<file path="src/sv/svw_pkg.sv">
// Shared types and constants for the streaming sample variance core.
// Holds field widths, the controller state enum and the command/status structs.
// No dependencies.
`timescale 1ns / 1ps

package svw_pkg;

   // Field and state widths
   localparam int SAMPLE_W = 32;
   localparam int MEAN_W   = 48;
   localparam int DIFF_W   = MEAN_W + 1;
   localparam int M2_W     = 64;
   localparam int CNT_W    = 17;
   localparam int VAR_W    = 63;
   localparam int FRAC_SH  = 16;

   // Run length limit
   localparam int MAX_SAMPLES = 65536;

   // Divider and multiplier sequencing
   localparam int DIV_W          = 64;
   localparam int MEAN_DIV_STEPS = MEAN_W;
   localparam int VAR_DIV_STEPS  = DIV_W;
   localparam int HALF_W         = MEAN_W / 2;
   localparam int ACC_W          = 2 * MEAN_W;
   localparam int MUL_STEPS      = 4;
   localparam int STEP_W         = 7;

   typedef enum logic [3:0] {
      ST_IDLE,
      ST_MDIV,
      ST_MEAN,
      ST_DEV,
      ST_MUL,
      ST_SUM,
      ST_TAIL,
      ST_VDIV,
      ST_EMIT
   } state_type;

   typedef struct packed {
      logic       accept;
      logic       div_load_mean;
      logic       div_step;
      logic       mean_upd;
      logic       dev_calc;
      logic       mul_pp;
      logic [1:0] mul_idx;
      logic       mul_acc;
      logic       sum_upd;
      logic       tail;
      logic       div_load_var;
      logic       emit;
   } cmd_type;

   typedef struct packed {
      logic count_full;
      logic count_ge2;
      logic last;
      logic out_free;
   } sts_type;

endpackage

</file>
<file path="src/sv/svw_div.sv">
// Radix-2 restoring divider: 64-bit dividend by 17-bit divisor, one bit per step.
// Depends on svw_pkg for widths. Step count is set by the caller.
`timescale 1ns / 1ps

module svw_div (
   input  logic                        clock,
   input  logic                        load,
   input  logic                        step,
   input  logic [svw_pkg::DIV_W-1:0]   dividend,
   input  logic [svw_pkg::CNT_W-1:0]   divisor,
   output logic [svw_pkg::DIV_W-1:0]   quotient
);
   import svw_pkg::*;

   logic [CNT_W-1:0] rem_ff, rem_in;
   logic [DIV_W-1:0] quo_ff, quo_in;
   logic [CNT_W-1:0] dvs_ff, dvs_in;
   logic [CNT_W:0]   trial;
   logic             fits;

   // Shift in the next dividend bit and try a subtract
   always_comb begin
      trial  = {rem_ff, quo_ff[DIV_W-1]};
      fits   = (trial >= {1'b0, dvs_ff});
      rem_in = rem_ff;
      quo_in = quo_ff;
      dvs_in = dvs_ff;
      if (load) begin
         rem_in = '0;
         quo_in = dividend;
         dvs_in = divisor;
      end else if (step) begin
         rem_in = fits ? CNT_W'(trial - {1'b0, dvs_ff}) : trial[CNT_W-1:0];
         quo_in = {quo_ff[DIV_W-2:0], fits};
      end
   end

   always_ff @(posedge clock) begin
      rem_ff <= rem_in;
      quo_ff <= quo_in;
      dvs_ff <= dvs_in;
   end

   assign quotient = quo_ff;

endmodule

</file>
<file path="src/sv/svw_datapath.sv">
// Datapath of the variance core: run state, deviations, partial-product
// multiplier, saturating sum and result word register. Uses svw_pkg, svw_div.
`timescale 1ns / 1ps

module svw_datapath (
   input  logic                               clock,
   input  logic                               reset,
   input  svw_pkg::cmd_type                   cmd,
   output svw_pkg::sts_type                   sts,
   input  logic signed [svw_pkg::SAMPLE_W-1:0] req_sample,
   input  logic                               req_last,
   output logic                               rsp_valid,
   input  logic                               rsp_stall,
   output logic [svw_pkg::VAR_W-1:0]          rsp_variance,
   output logic                               rsp_valid_res,
   output logic                               rsp_saturated
);
   import svw_pkg::*;

   // Run state
   logic [CNT_W-1:0]         count_ff, count_in;
   logic signed [MEAN_W-1:0] mean_ff, mean_in;
   logic [M2_W-1:0]          m2_ff, m2_in;
   logic                     ovf_ff, ovf_in;

   // Per-sample working registers
   logic signed [MEAN_W-1:0] x_ff, x_in;
   logic [MEAN_W-1:0]        mag_a_ff, mag_a_in;
   logic [MEAN_W-1:0]        mag_b_ff, mag_b_in;
   logic                     neg_ff, neg_in;
   logic                     last_ff, last_in;
   logic [2*HALF_W-1:0]      pp_ff, pp_in;
   logic [1:0]               pp_sel_ff, pp_sel_in;
   logic [ACC_W-1:0]         acc_ff, acc_in;
   logic                     res_ok_ff, res_ok_in;

   // Result word
   logic                     rsp_valid_ff, rsp_valid_in;
   logic [VAR_W-1:0]         var_ff, var_in;
   logic                     res_valid_ff, res_valid_in;
   logic                     res_sat_ff, res_sat_in;

   // Divider interface
   logic [DIV_W-1:0]         div_dividend;
   logic [CNT_W-1:0]         div_divisor;
   logic [DIV_W-1:0]         div_quo;

   // Combinational helpers
   logic signed [MEAN_W-1:0] x_now;
   logic signed [DIFF_W-1:0] d1, d2, step_s, mean_sum;
   logic [DIFF_W-1:0]        d1_mag, d2_mag;
   logic [HALF_W-1:0]        a_half, b_half;
   logic [ACC_W-1:0]         pp_shifted;
   logic [M2_W:0]            m2_sum;
   logic                     out_free;

   svw_div u_div (
      .clock    (clock),
      .load     (cmd.div_load_mean | cmd.div_load_var),
      .step     (cmd.div_step),
      .dividend (div_dividend),
      .divisor  (div_divisor),
      .quotient (div_quo)
   );

   // Form both deviations, from the incoming and the stored sample, and the updated mean
   always_comb begin
      x_now  = {req_sample, {FRAC_SH{1'b0}}};
      d1     = DIFF_W'(x_now) - DIFF_W'(mean_ff);
      d1_mag = d1[DIFF_W-1] ? DIFF_W'(-d1) : DIFF_W'(d1);
      d2     = DIFF_W'(x_ff) - DIFF_W'(mean_ff);
      d2_mag = d2[DIFF_W-1] ? DIFF_W'(-d2) : DIFF_W'(d2);
      step_s = neg_ff ? -$signed({1'b0, div_quo[MEAN_W-1:0]})
                      : $signed({1'b0, div_quo[MEAN_W-1:0]});
      mean_sum = DIFF_W'(mean_ff) + step_s;
   end

   // Divider operand select: mean step or final variance
   always_comb begin
      if (cmd.div_load_var) begin
         div_dividend = m2_ff;
         div_divisor  = count_ff - CNT_W'(1);
      end else begin
         div_dividend = {d1_mag[MEAN_W-1:0], {(DIV_W-MEAN_W){1'b0}}};
         div_divisor  = count_ff + CNT_W'(1);
      end
   end

   // Pick the operand halves for one partial product, align the last one and form the sum update
   always_comb begin
      a_half     = cmd.mul_idx[1] ? mag_a_ff[MEAN_W-1:HALF_W] : mag_a_ff[HALF_W-1:0];
      b_half     = cmd.mul_idx[0] ? mag_b_ff[MEAN_W-1:HALF_W] : mag_b_ff[HALF_W-1:0];
      pp_shifted = ACC_W'(pp_ff);
      if (pp_sel_ff[0]) pp_shifted = pp_shifted << HALF_W;
      if (pp_sel_ff[1]) pp_shifted = pp_shifted << HALF_W;
      m2_sum = {1'b0, m2_ff} + (M2_W + 1)'(acc_ff[ACC_W-1:ACC_W-MEAN_W]);
   end

   assign out_free = !rsp_valid_ff || !rsp_stall;

   // Next-state for all datapath registers
   always_comb begin
      count_in     = count_ff;
      mean_in      = mean_ff;
      m2_in        = m2_ff;
      ovf_in       = ovf_ff;
      x_in         = x_ff;
      mag_a_in     = mag_a_ff;
      mag_b_in     = mag_b_ff;
      neg_in       = neg_ff;
      last_in      = last_ff;
      pp_in        = pp_ff;
      pp_sel_in    = pp_sel_ff;
      acc_in       = acc_ff;
      res_ok_in    = res_ok_ff;
      var_in       = var_ff;
      res_valid_in = res_valid_ff;
      res_sat_in   = res_sat_ff;
      rsp_valid_in = rsp_valid_ff && rsp_stall;

      if (cmd.accept) begin
         last_in = req_last;
         if (sts.count_full) begin
            ovf_in = 1'b1;
         end else begin
            count_in = count_ff + CNT_W'(1);
            x_in     = x_now;
            mag_a_in = d1_mag[MEAN_W-1:0];
            neg_in   = d1[DIFF_W-1];
         end
      end
      if (cmd.mean_upd) begin
         mean_in = mean_sum[MEAN_W-1:0];
      end
      if (cmd.dev_calc) begin
         mag_b_in = d2_mag[MEAN_W-1:0];
         acc_in   = '0;
      end
      if (cmd.mul_pp) begin
         pp_in     = a_half * b_half;
         pp_sel_in = cmd.mul_idx;
      end
      if (cmd.mul_acc) begin
         acc_in = acc_ff + pp_shifted;
      end
      if (cmd.sum_upd) begin
         if (m2_sum[M2_W]) begin
            m2_in  = '1;
            ovf_in = 1'b1;
         end else begin
            m2_in = m2_sum[M2_W-1:0];
         end
      end
      if (cmd.tail) begin
         res_ok_in = sts.count_ge2;
      end
      // Load the result word, then drop the run
      if (cmd.emit) begin
         rsp_valid_in = 1'b1;
         res_valid_in = res_ok_ff;
         res_sat_in   = ovf_ff;
         if (!res_ok_ff)             var_in = '0;
         else if (div_quo[DIV_W-1])  var_in = '1;
         else                        var_in = div_quo[VAR_W-1:0];
         count_in = '0;
         mean_in  = '0;
         m2_in    = '0;
         ovf_in   = 1'b0;
      end
   end

   always_ff @(posedge clock) begin
      if (reset) begin
         count_ff     <= '0;
         mean_ff      <= '0;
         m2_ff        <= '0;
         ovf_ff       <= 1'b0;
         rsp_valid_ff <= 1'b0;
      end else begin
         count_ff     <= count_in;
         mean_ff      <= mean_in;
         m2_ff        <= m2_in;
         ovf_ff       <= ovf_in;
         rsp_valid_ff <= rsp_valid_in;
      end
   end

   always_ff @(posedge clock) begin
      x_ff         <= x_in;
      mag_a_ff     <= mag_a_in;
      mag_b_ff     <= mag_b_in;
      neg_ff       <= neg_in;
      last_ff      <= last_in;
      pp_ff        <= pp_in;
      pp_sel_ff    <= pp_sel_in;
      acc_ff       <= acc_in;
      res_ok_ff    <= res_ok_in;
      var_ff       <= var_in;
      res_valid_ff <= res_valid_in;
      res_sat_ff   <= res_sat_in;
   end

   // Status back to the controller
   always_comb begin
      sts.count_full = (count_ff == CNT_W'(MAX_SAMPLES));
      sts.count_ge2  = (count_ff >= CNT_W'(2));
      sts.last       = last_ff;
      sts.out_free   = out_free;
   end

   assign rsp_valid     = rsp_valid_ff;
   assign rsp_variance  = var_ff;
   assign rsp_valid_res = res_valid_ff;
   assign rsp_saturated = res_sat_ff;

   // A new result word never overwrites one still waiting
   a_emit_free: assert property (@(posedge clock) disable iff (reset)
      cmd.emit |-> out_free)
      else $error("result loaded while output word still pending");

   // A sample hitting a full count marks the run saturated
   a_full_ovf: assert property (@(posedge clock) disable iff (reset)
      (cmd.accept && sts.count_full) |=> ovf_ff)
      else $error("full count did not set overflow");

   // The run is cleared once its result is loaded
   a_emit_clear: assert property (@(posedge clock) disable iff (reset)
      cmd.emit |=> (count_ff == '0 && m2_ff == '0 && !ovf_ff))
      else $error("run state not cleared after result");

   // The count never passes the run limit
   a_count_max: assert property (@(posedge clock) disable iff (reset)
      count_ff <= CNT_W'(MAX_SAMPLES))
      else $error("sample count beyond limit");

endmodule

</file>
<file path="src/sv/svw_ctrl.sv">
// Controller of the variance core: sequences accept, mean division, multiply,
// sum update and final division. Uses svw_pkg types; drives the datapath commands.
`timescale 1ns / 1ps

module svw_ctrl (
   input  logic             clock,
   input  logic             reset,
   input  logic             req_valid,
   output logic             req_stall,
   input  svw_pkg::sts_type sts,
   output svw_pkg::cmd_type cmd
);
   import svw_pkg::*;

   state_type         state_ff, state_in;
   logic [STEP_W-1:0] cnt_ff, cnt_in;
   logic              accept;

   assign accept = req_valid && (state_ff == ST_IDLE);

   // Next state and step counter
   always_comb begin
      state_in = state_ff;
      cnt_in   = cnt_ff;
      case (state_ff)
         ST_IDLE: begin
            if (accept) begin
               state_in = sts.count_full ? ST_TAIL : ST_MDIV;
               cnt_in   = STEP_W'(MEAN_DIV_STEPS - 1);
            end
         end
         ST_MDIV: begin
            if (cnt_ff == '0) state_in = ST_MEAN;
            else              cnt_in   = cnt_ff - STEP_W'(1);
         end
         ST_MEAN: state_in = ST_DEV;
         ST_DEV: begin
            state_in = ST_MUL;
            cnt_in   = '0;
         end
         ST_MUL: begin
            if (cnt_ff == STEP_W'(MUL_STEPS)) state_in = ST_SUM;
            else                              cnt_in   = cnt_ff + STEP_W'(1);
         end
         ST_SUM: state_in = ST_TAIL;
         ST_TAIL: begin
            if (!sts.last) begin
               state_in = ST_IDLE;
            end else if (sts.count_ge2) begin
               state_in = ST_VDIV;
               cnt_in   = STEP_W'(VAR_DIV_STEPS - 1);
            end else begin
               state_in = ST_EMIT;
            end
         end
         ST_VDIV: begin
            if (cnt_ff == '0) state_in = ST_EMIT;
            else              cnt_in   = cnt_ff - STEP_W'(1);
         end
         ST_EMIT: begin
            if (sts.out_free) state_in = ST_IDLE;
         end
         default: state_in = ST_IDLE;
      endcase
   end

   // Commands to the datapath
   always_comb begin
      cmd = '0;
      case (state_ff)
         ST_IDLE: begin
            cmd.accept        = accept;
            cmd.div_load_mean = accept && !sts.count_full;
         end
         ST_MDIV: cmd.div_step = 1'b1;
         ST_MEAN: cmd.mean_upd = 1'b1;
         ST_DEV:  cmd.dev_calc = 1'b1;
         ST_MUL: begin
            cmd.mul_pp  = (cnt_ff < STEP_W'(MUL_STEPS));
            cmd.mul_idx = cnt_ff[1:0];
            cmd.mul_acc = (cnt_ff != '0);
         end
         ST_SUM:  cmd.sum_upd = 1'b1;
         ST_TAIL: begin
            cmd.tail         = 1'b1;
            cmd.div_load_var = sts.last && sts.count_ge2;
         end
         ST_VDIV: cmd.div_step = 1'b1;
         ST_EMIT: cmd.emit     = sts.out_free;
         default: cmd = '0;
      endcase
   end

   always_ff @(posedge clock) begin
      if (reset) begin
         state_ff <= ST_IDLE;
         cnt_ff   <= '0;
      end else begin
         state_ff <= state_in;
         cnt_ff   <= cnt_in;
      end
   end

   assign req_stall = (state_ff != ST_IDLE);

   // Words are only taken while idle
   a_accept_idle: assert property (@(posedge clock) disable iff (reset)
      cmd.accept |-> (state_ff == ST_IDLE))
      else $error("word accepted outside idle");

   // The final division is only started for a last sample of a long enough run
   a_var_load: assert property (@(posedge clock) disable iff (reset)
      cmd.div_load_var |-> (sts.last && sts.count_ge2))
      else $error("variance division started without a valid run");

   // An accepted non-full sample always enters the mean division
   a_mdiv_entry: assert property (@(posedge clock) disable iff (reset)
      (cmd.accept && !sts.count_full) |=> (state_ff == ST_MDIV))
      else $error("accepted sample did not start mean division");

endmodule

</file>
<file path="src/sv/sample_variance_welford_core.sv">
// Streaming unbiased sample variance (Welford recurrence) in fixed point.
// Input channel req_*: req_sample is a signed Q16.16 word, req_last marks the
// final word of a run. A word is taken at a clock edge with req_valid high and
// req_stall low. Result channel rsp_*: one word per run, at its last sample,
// carrying rsp_variance (unsigned Q47.16, clamped), rsp_valid_res (low for runs
// shorter than two samples) and rsp_saturated (count or sum hit its limit).
// A new sample is taken only while idle; req_stall stays high until the last
// one is through: the one-bit-per-cycle divider forms the mean step, then the
// mean and deviation are updated, the 24x24 partial-product multiplier runs,
// and the sum and run end are updated before the core returns to idle.
// For a last sample, the divider forms M2/(n-1) when the run has two or more
// samples, and the result word is then loaded into the output register.
// The result sits in an output register: a stalled result word holds while the
// next run's samples are already accepted; only a second result waits for it.
// Reset (synchronous, active high) clears the run and drops any pending result.
// Uses svw_pkg, svw_ctrl, svw_datapath, svw_div.
`timescale 1ns / 1ps

module sample_variance_welford_core (
   input  logic                                clock,
   input  logic                                reset,
   input  logic                                req_valid,
   output logic                                req_stall,
   input  logic signed [svw_pkg::SAMPLE_W-1:0] req_sample,
   input  logic                                req_last,
   output logic                                rsp_valid,
   input  logic                                rsp_stall,
   output logic [svw_pkg::VAR_W-1:0]           rsp_variance,
   output logic                                rsp_valid_res,
   output logic                                rsp_saturated
);
   import svw_pkg::*;

   cmd_type cmd;
   sts_type sts;

   // Sequencer
   svw_ctrl u_ctrl (
      .clock     (clock),
      .reset     (reset),
      .req_valid (req_valid),
      .req_stall (req_stall),
      .sts       (sts),
      .cmd       (cmd)
   );

   // Arithmetic and run state
   svw_datapath u_datapath (
      .clock         (clock),
      .reset         (reset),
      .cmd           (cmd),
      .sts           (sts),
      .req_sample    (req_sample),
      .req_last      (req_last),
      .rsp_valid     (rsp_valid),
      .rsp_stall     (rsp_stall),
      .rsp_variance  (rsp_variance),
      .rsp_valid_res (rsp_valid_res),
      .rsp_saturated (rsp_saturated)
   );

endmodule
</file>
<file path="config.mk">
export PLATFORM = sky130hd
export DESIGN_NAME = sample_variance_welford_core
export DESIGN_NICKNAME = d
export VERILOG_FILES = /design/src/sv/svw_pkg.sv /design/src/sv/svw_div.sv /design/src/sv/svw_datapath.sv /design/src/sv/svw_ctrl.sv /design/src/sv/sample_variance_welford_core.sv
export SDC_FILE = /design/constraint.sdc
export NUM_CORES = 2
export LEC_CHECK = 0
export ABC_AREA = 1
export BUFFER_PORTS_ARGS = -buffer_cell sky130_fd_sc_hd__buf_2
export CELL_PAD_IN_SITES_DETAIL_PLACEMENT = 0
export CELL_PAD_IN_SITES_GLOBAL_PLACEMENT = 1
export CORE_MARGIN = 2
export CORE_UTILIZATION = 25
export DETAILED_ROUTE_END_ITERATION = 10
export PLACE_DENSITY_LB_ADDON = 0.1
export SYNTH_ARGS = -nofsm -noshare
export SYNTH_HDL_FRONTEND = slang
export SYNTH_HIERARCHICAL = 1
export SYNTH_SLANG_ARGS = --single-unit
</file>
<file path="constraint.sdc">
create_clock -name clock -period 21.2 [get_ports clock]
set_input_delay 2.12 -clock clock [delete_from_list [all_inputs] [get_ports clock]]
set_output_delay 2.12 -clock clock [all_outputs]
set_load 0.01 [all_outputs]
</file>
**Yosys cells after proc, flatten, opt, wreduce, memory -nomap -nowiden**

Index checks and enable logic that the tools add are counted.

- Flip-flop bits (word level): 582
- Output and inout port bits: 67
- Logic and storage cells: 124

- Add/sub/neg operators: 13
- Multipliers: 1
- $lt $le $gt $ge: 3
- Equality and inequality tests: 19
- Multiplexer cells: 44
- Bitwise gates (word level): 2
- Reductions and logical operators: 20

Operators by type and width:

| operator | number |
|---|---|
| 96-bit 2-to-1 mux | 3 |
| 64-bit 2-to-1 mux | 4 |
| 48-bit 2-to-1 mux | 3 |
| 48-bit negation | 3 |
| 48-bit by 48-bit subtractor with 49-bit output | 2 |
| 96-bit adder | 1 |
| 72-bit 2-to-1 mux | 1 |
| 64-bit by 48-bit adder with 65-bit output | 1 |
| 63-bit 2-to-1 mux | 1 |
| 48-bit adder | 1 |
| 24-bit by 24-bit multiplier with 48-bit output | 1 |
| 24-bit 2-to-1 mux | 2 |
| 4-bit one-hot mux with 9 select lines | 1 |
| 7-bit 2-to-1 mux | 5 |
| 7-bit one-hot mux with 5 select lines | 1 |
| 17-bit 2-to-1 mux | 2 |
| 4-bit 2-to-1 mux | 8 |
| 18-bit by 17-bit >= comparator with 1-bit output | 1 |
| 17-bit by 1-bit adder with 17-bit output, second input constant | 1 |
| 17-bit equality test, second input constant | 1 |
| 17-bit by 2-bit >= comparator with 1-bit output, second input constant | 1 |
| 17-bit by 1-bit subtractor with 17-bit output, second input constant | 1 |
| 17-bit subtractor | 1 |
| 4-bit by 3-bit equality test with 1-bit output, second input constant | 4 |
| other kinds (27) | 52 |

**Depth between registers and ports, before layout**

- Depth in word-level cells: 7
- Depth in mapped cells: 38
- Depth with buffers taken out: 35

**Cells and area by module**

Netlist, hierarchy kept.

Modules (own cells, without submodules):

| module | instances | cells each | area an instance (µm²) | seq. area each (µm²) |
|---|---|---|---|---|
| svw_datapath | 1 | 8624 | 60784.5 | 12892.4 |
| svw_div | 1 | 637 | 5278.8 | 2772.7 |
| svw_ctrl | 1 | 193 | 1137.3 | 220.2 |

**Worst setup path before layout**

Ideal clock, no wire load.

- Path kind: register -> register
- Start: register u_ctrl.state_ff[2]
- End: register u_datapath.pp_ff[45] (data pin)
- Data arrival time: 7.431 ns
- Required time: 20.935 ns
- Setup slack: 13.504 ns
- Cell stages (with the launch flop): 35
- Period minus slack after synthesis: 7.696 ns
- Cells stage by stage: dfxtp_1 inv_2 nor2_4 nand2_2 nor2_1 clkbuf_1 clkbuf_1 nand2_1 o21ai_1 clkbuf_1 nor2_1 fa_1 inv_1 fa_1 inv_1 fa_1 inv_1 fa_1 inv_1 fa_1 fa_1 inv_1 fa_1 inv_1 ha_1 nand2_1 inv_1 a21oi_1 o21ai_0 a21oi_1 o21a_1 o21bai_1 a21oi_1 o21ai_0 xor2_1

RTL lines:

| element | RTL line | text |
|---|---|---|
| start, declared | svw_ctrl.sv:15 | `state_type state_ff, state_in;` |
| start signal, assigned | svw_ctrl.sv:99 | `state_ff <= state_in;` |
| end signal, assigned | svw_datapath.sv:194 | `pp_ff <= pp_in;` |
| end, declared | svw_datapath.sv:32 | `logic [2*HALF_W-1:0] pp_ff, pp_in;` |

==> results.md <==
- CP arrival: 9.96 ns
- Peak Freq: 0.105 GHz
- Count of buffers from port buffering: 103
- RSZ-0062 raised after global routing: false
- Reg2reg setup slack: 11.70 ns
- Final HPWL DP: 256 mm
- Gate Count Post-Synth: 9454
- Worst setup endpoint: u_datapath/pp_ff[44]
- Sink Count: 582
- Num CTS Buffers: 81
- Post-CTS Setup Repair Bufs: 0
- R2R depth: 28
- First DRT Iteration DRCs: 4596
- Synth cell types: 73
- Io pins: 104
- Ys Warns: 6
- Initial DRT Pass Iterations: 6
- Slew Limit Fails: 0
- CP required: 21.66 ns
- Ys flop type: edfxtp_1
- Worst slew pin tran: 1.41 ns
- Final instance area: 74400 sq um
- CTS Buffer Depth: 3
- Initial antenna violation count: 13
- Worst r2r src: u_ctrl/state_ff[0]
- Core region area: 268000 sq um
- Area share of the largest cell type after synthesis: 18.9%
- Area after DPL: 71900 sq um
- Outcome: complete, no violations
- Global Route Usage Sum: 22.2%
- Post-layout min period: 9.50 ns
- CP Launch Point: u_ctrl/state_ff[0]
- Clk Latency, worst-skew pair: 0.73 ns
- GPL Wtd Cong: 0.913
- Synth top cells by count: nand2_1, inv_1, nor2_1, a21oi_1, o21ai_0
- Vias in the first global route: 62600
- DIE HEIGHT: 522 um
- GR Overflow Total: 0
- Nets: 10500
- Filler cells: 30000
- Setup violations, final: 0
- FF-to-FF End: u_datapath/pp_ff[44]
- Pin count of the biggest net entering global routing: 75
- Multi-input logic area: 44000 sq um
- Kind of start point of the critical path: flop
- Post-DRT Antenna Nets: 0
- Clk slew on worst S/H paths: 0.06 ns
- Util after Layout: 27.8%
- EDFF count, synth: 423
- Hold buffer count at cts: 0
- First-pass GRT wire length: 443 mm
- Final Hold Viols: 0
- Initial core utilization: 25.1%
- Root Driver: clkbuf_16
- DRT Wirelength: 308 mm
- Setup crit end kind: flop
- Synth area leaders: edfxtp_1, fa_1, nand2_1
- Setup TNS: 0 ns
- CP max-delay cell: fa_1
- Count leader, synth: nand2_1
- Sequential element share of the synthesized area: 23.6%
- DRC: 0
- Final period util: 44.8%
- Delay of the slowest cell on the worst path: 0.73 ns
- Share of cells above drive strength 1: 5.32%
- H-tree depth: 3
- Via count: 62200
- Worst Skew: 0.0460 ns
- Die width: 522 um
- PostCTS Resize Cnt: 0
- Site Rows: 190
- Via density: 4.74
- Critical path peak fanout: 47
- Kind of critical path: flop to flop
- Synthesized area per cell: 7.11 sq um
- Asr flop ratio synth: 0%
- Synth Net Count: 10400
- P&R area growth vs syn: 10.7%
- Mapped Area: 67200 sq um
- Slew headroom: 4.88%
- Die area: 273000 sq um
- Hold Crit Class: flop to flop
- Register area: 15900 sq um
- Cell accounting for the most synthesized area: edfxtp_1
- Wire length per cell: 23.5 um
- Number of synthesized register bits: 582
- Maxcap violations: 0
- CTS tree: yes
sequential cells by signal, summed over array words and instances (netlist names), 2 cells and up:
signal                     flops
u_ctrl/cnt_ff                  7
u_ctrl/state_ff                4
u_datapath/acc_ff             96
u_datapath/count_ff           17
u_datapath/m2_ff              64
u_datapath/mag_a_ff           48
u_datapath/mag_b_ff           48
u_datapath/mean_ff            48
u_datapath/pp_ff              48
u_datapath/pp_sel_ff           2
u_datapath/rsp_variance       63
u_datapath/u_div/dvs_ff       17
u_datapath/u_div/quotient     64
u_datapath/u_div/rem_ff       17
u_datapath/x_ff               32
stage by stage:
stage               std cells  setup slack [ns]  hold slack, ns
floorplan                9454             13.50           0.408
global placement        13000             11.73           0.460
detailed placement      13000             11.62           0.464
CTS                     13100             11.60           0.475
global route            13100             11.22           0.492
finish                  13100             11.70           0.473
cell type report:
class	count	area share (%)
flip-flops and latches	582	21.3
clock inverters	48	0.489
well taps	3552	5.97
inverters	1719	8.67
repair buffers	183	1.50
diodes	4	0.0135
multi-input cells	6914	59.1
clock buffers	100	2.88
cells by family after synthesis:
logic type      count (synthesis)  synth area share (%)
mux                            26                 0.387
flops                         582                  23.6
buf+inv                      1958                  11.1
fa+ha+maj                     944                  23.0
compound gates               1607                  13.2
xor+xnor                      263                  3.52
simple gates                 4074                  25.1
how the worst min path moves through the flow:
stage | from | end | cells past startpoint
2_1_floorplan | u_datapath/ovf_ff | u_datapath/rsp_saturated | 0
3_3_place_gp | u_datapath/u_div/rem_ff[12] | u_datapath/u_div/rem_ff[12] | 2
3_5_place_dp | u_datapath/u_div/rem_ff[16] | u_datapath/u_div/rem_ff[16] | 2
4_1_cts | u_datapath/u_div/rem_ff[16] | u_datapath/u_div/rem_ff[16] | 2
5_1_grt | u_datapath/u_div/rem_ff[16] | u_datapath/u_div/rem_ff[16] | 2
6_report | u_datapath/u_div/rem_ff[16] | u_datapath/u_div/rem_ff[16] | 2
worst max-delay path: cells and delay by family, from the launching register on:
kind	cells	cell delay, ns
buf+inv	8	1.65
compound gates	2	0.67
simple gates	9	2.04
fa+ha+maj	8	4.20
flops	1	0.37
xor+xnor	1	0.15
cell usage in the layout, fill, tap and decap left out, types with 24 or more instances in the layout:
cell	instances
a21o_1	42
a21oi_1	664
a31oi_1	102
buf_2	103
buf_4	80
clkbuf_16	82
clkinv_1	32
dfxtp_1	159
edfxtp_1	423
fa_1	487
ha_1	457
inv_1	1682
mux2i_1	24
nand2_1	2180
nand2_2	31
nand3_1	346
nand3b_1	29
nand4_1	75
nor2_1	1186
nor2_4	26
nor3_1	75
nor4_1	35
o211ai_1	30
o21a_1	61
o21ai_0	532
o21ai_1	51
o21bai_1	32
xnor2_1	77
xor2_1	179
layer usage:
layer | routed length (um) | global-route usage, %
met5 | 34 | 0
met4 | 6640 | 4.50
met3 | 13600 | 2.43
met2 | 141000 | 36.4
met1 | 147000 | 31.4
Power is not shown: default switching activity piles up to over one toggle a cycle in this logic, so the estimate is an artifact.
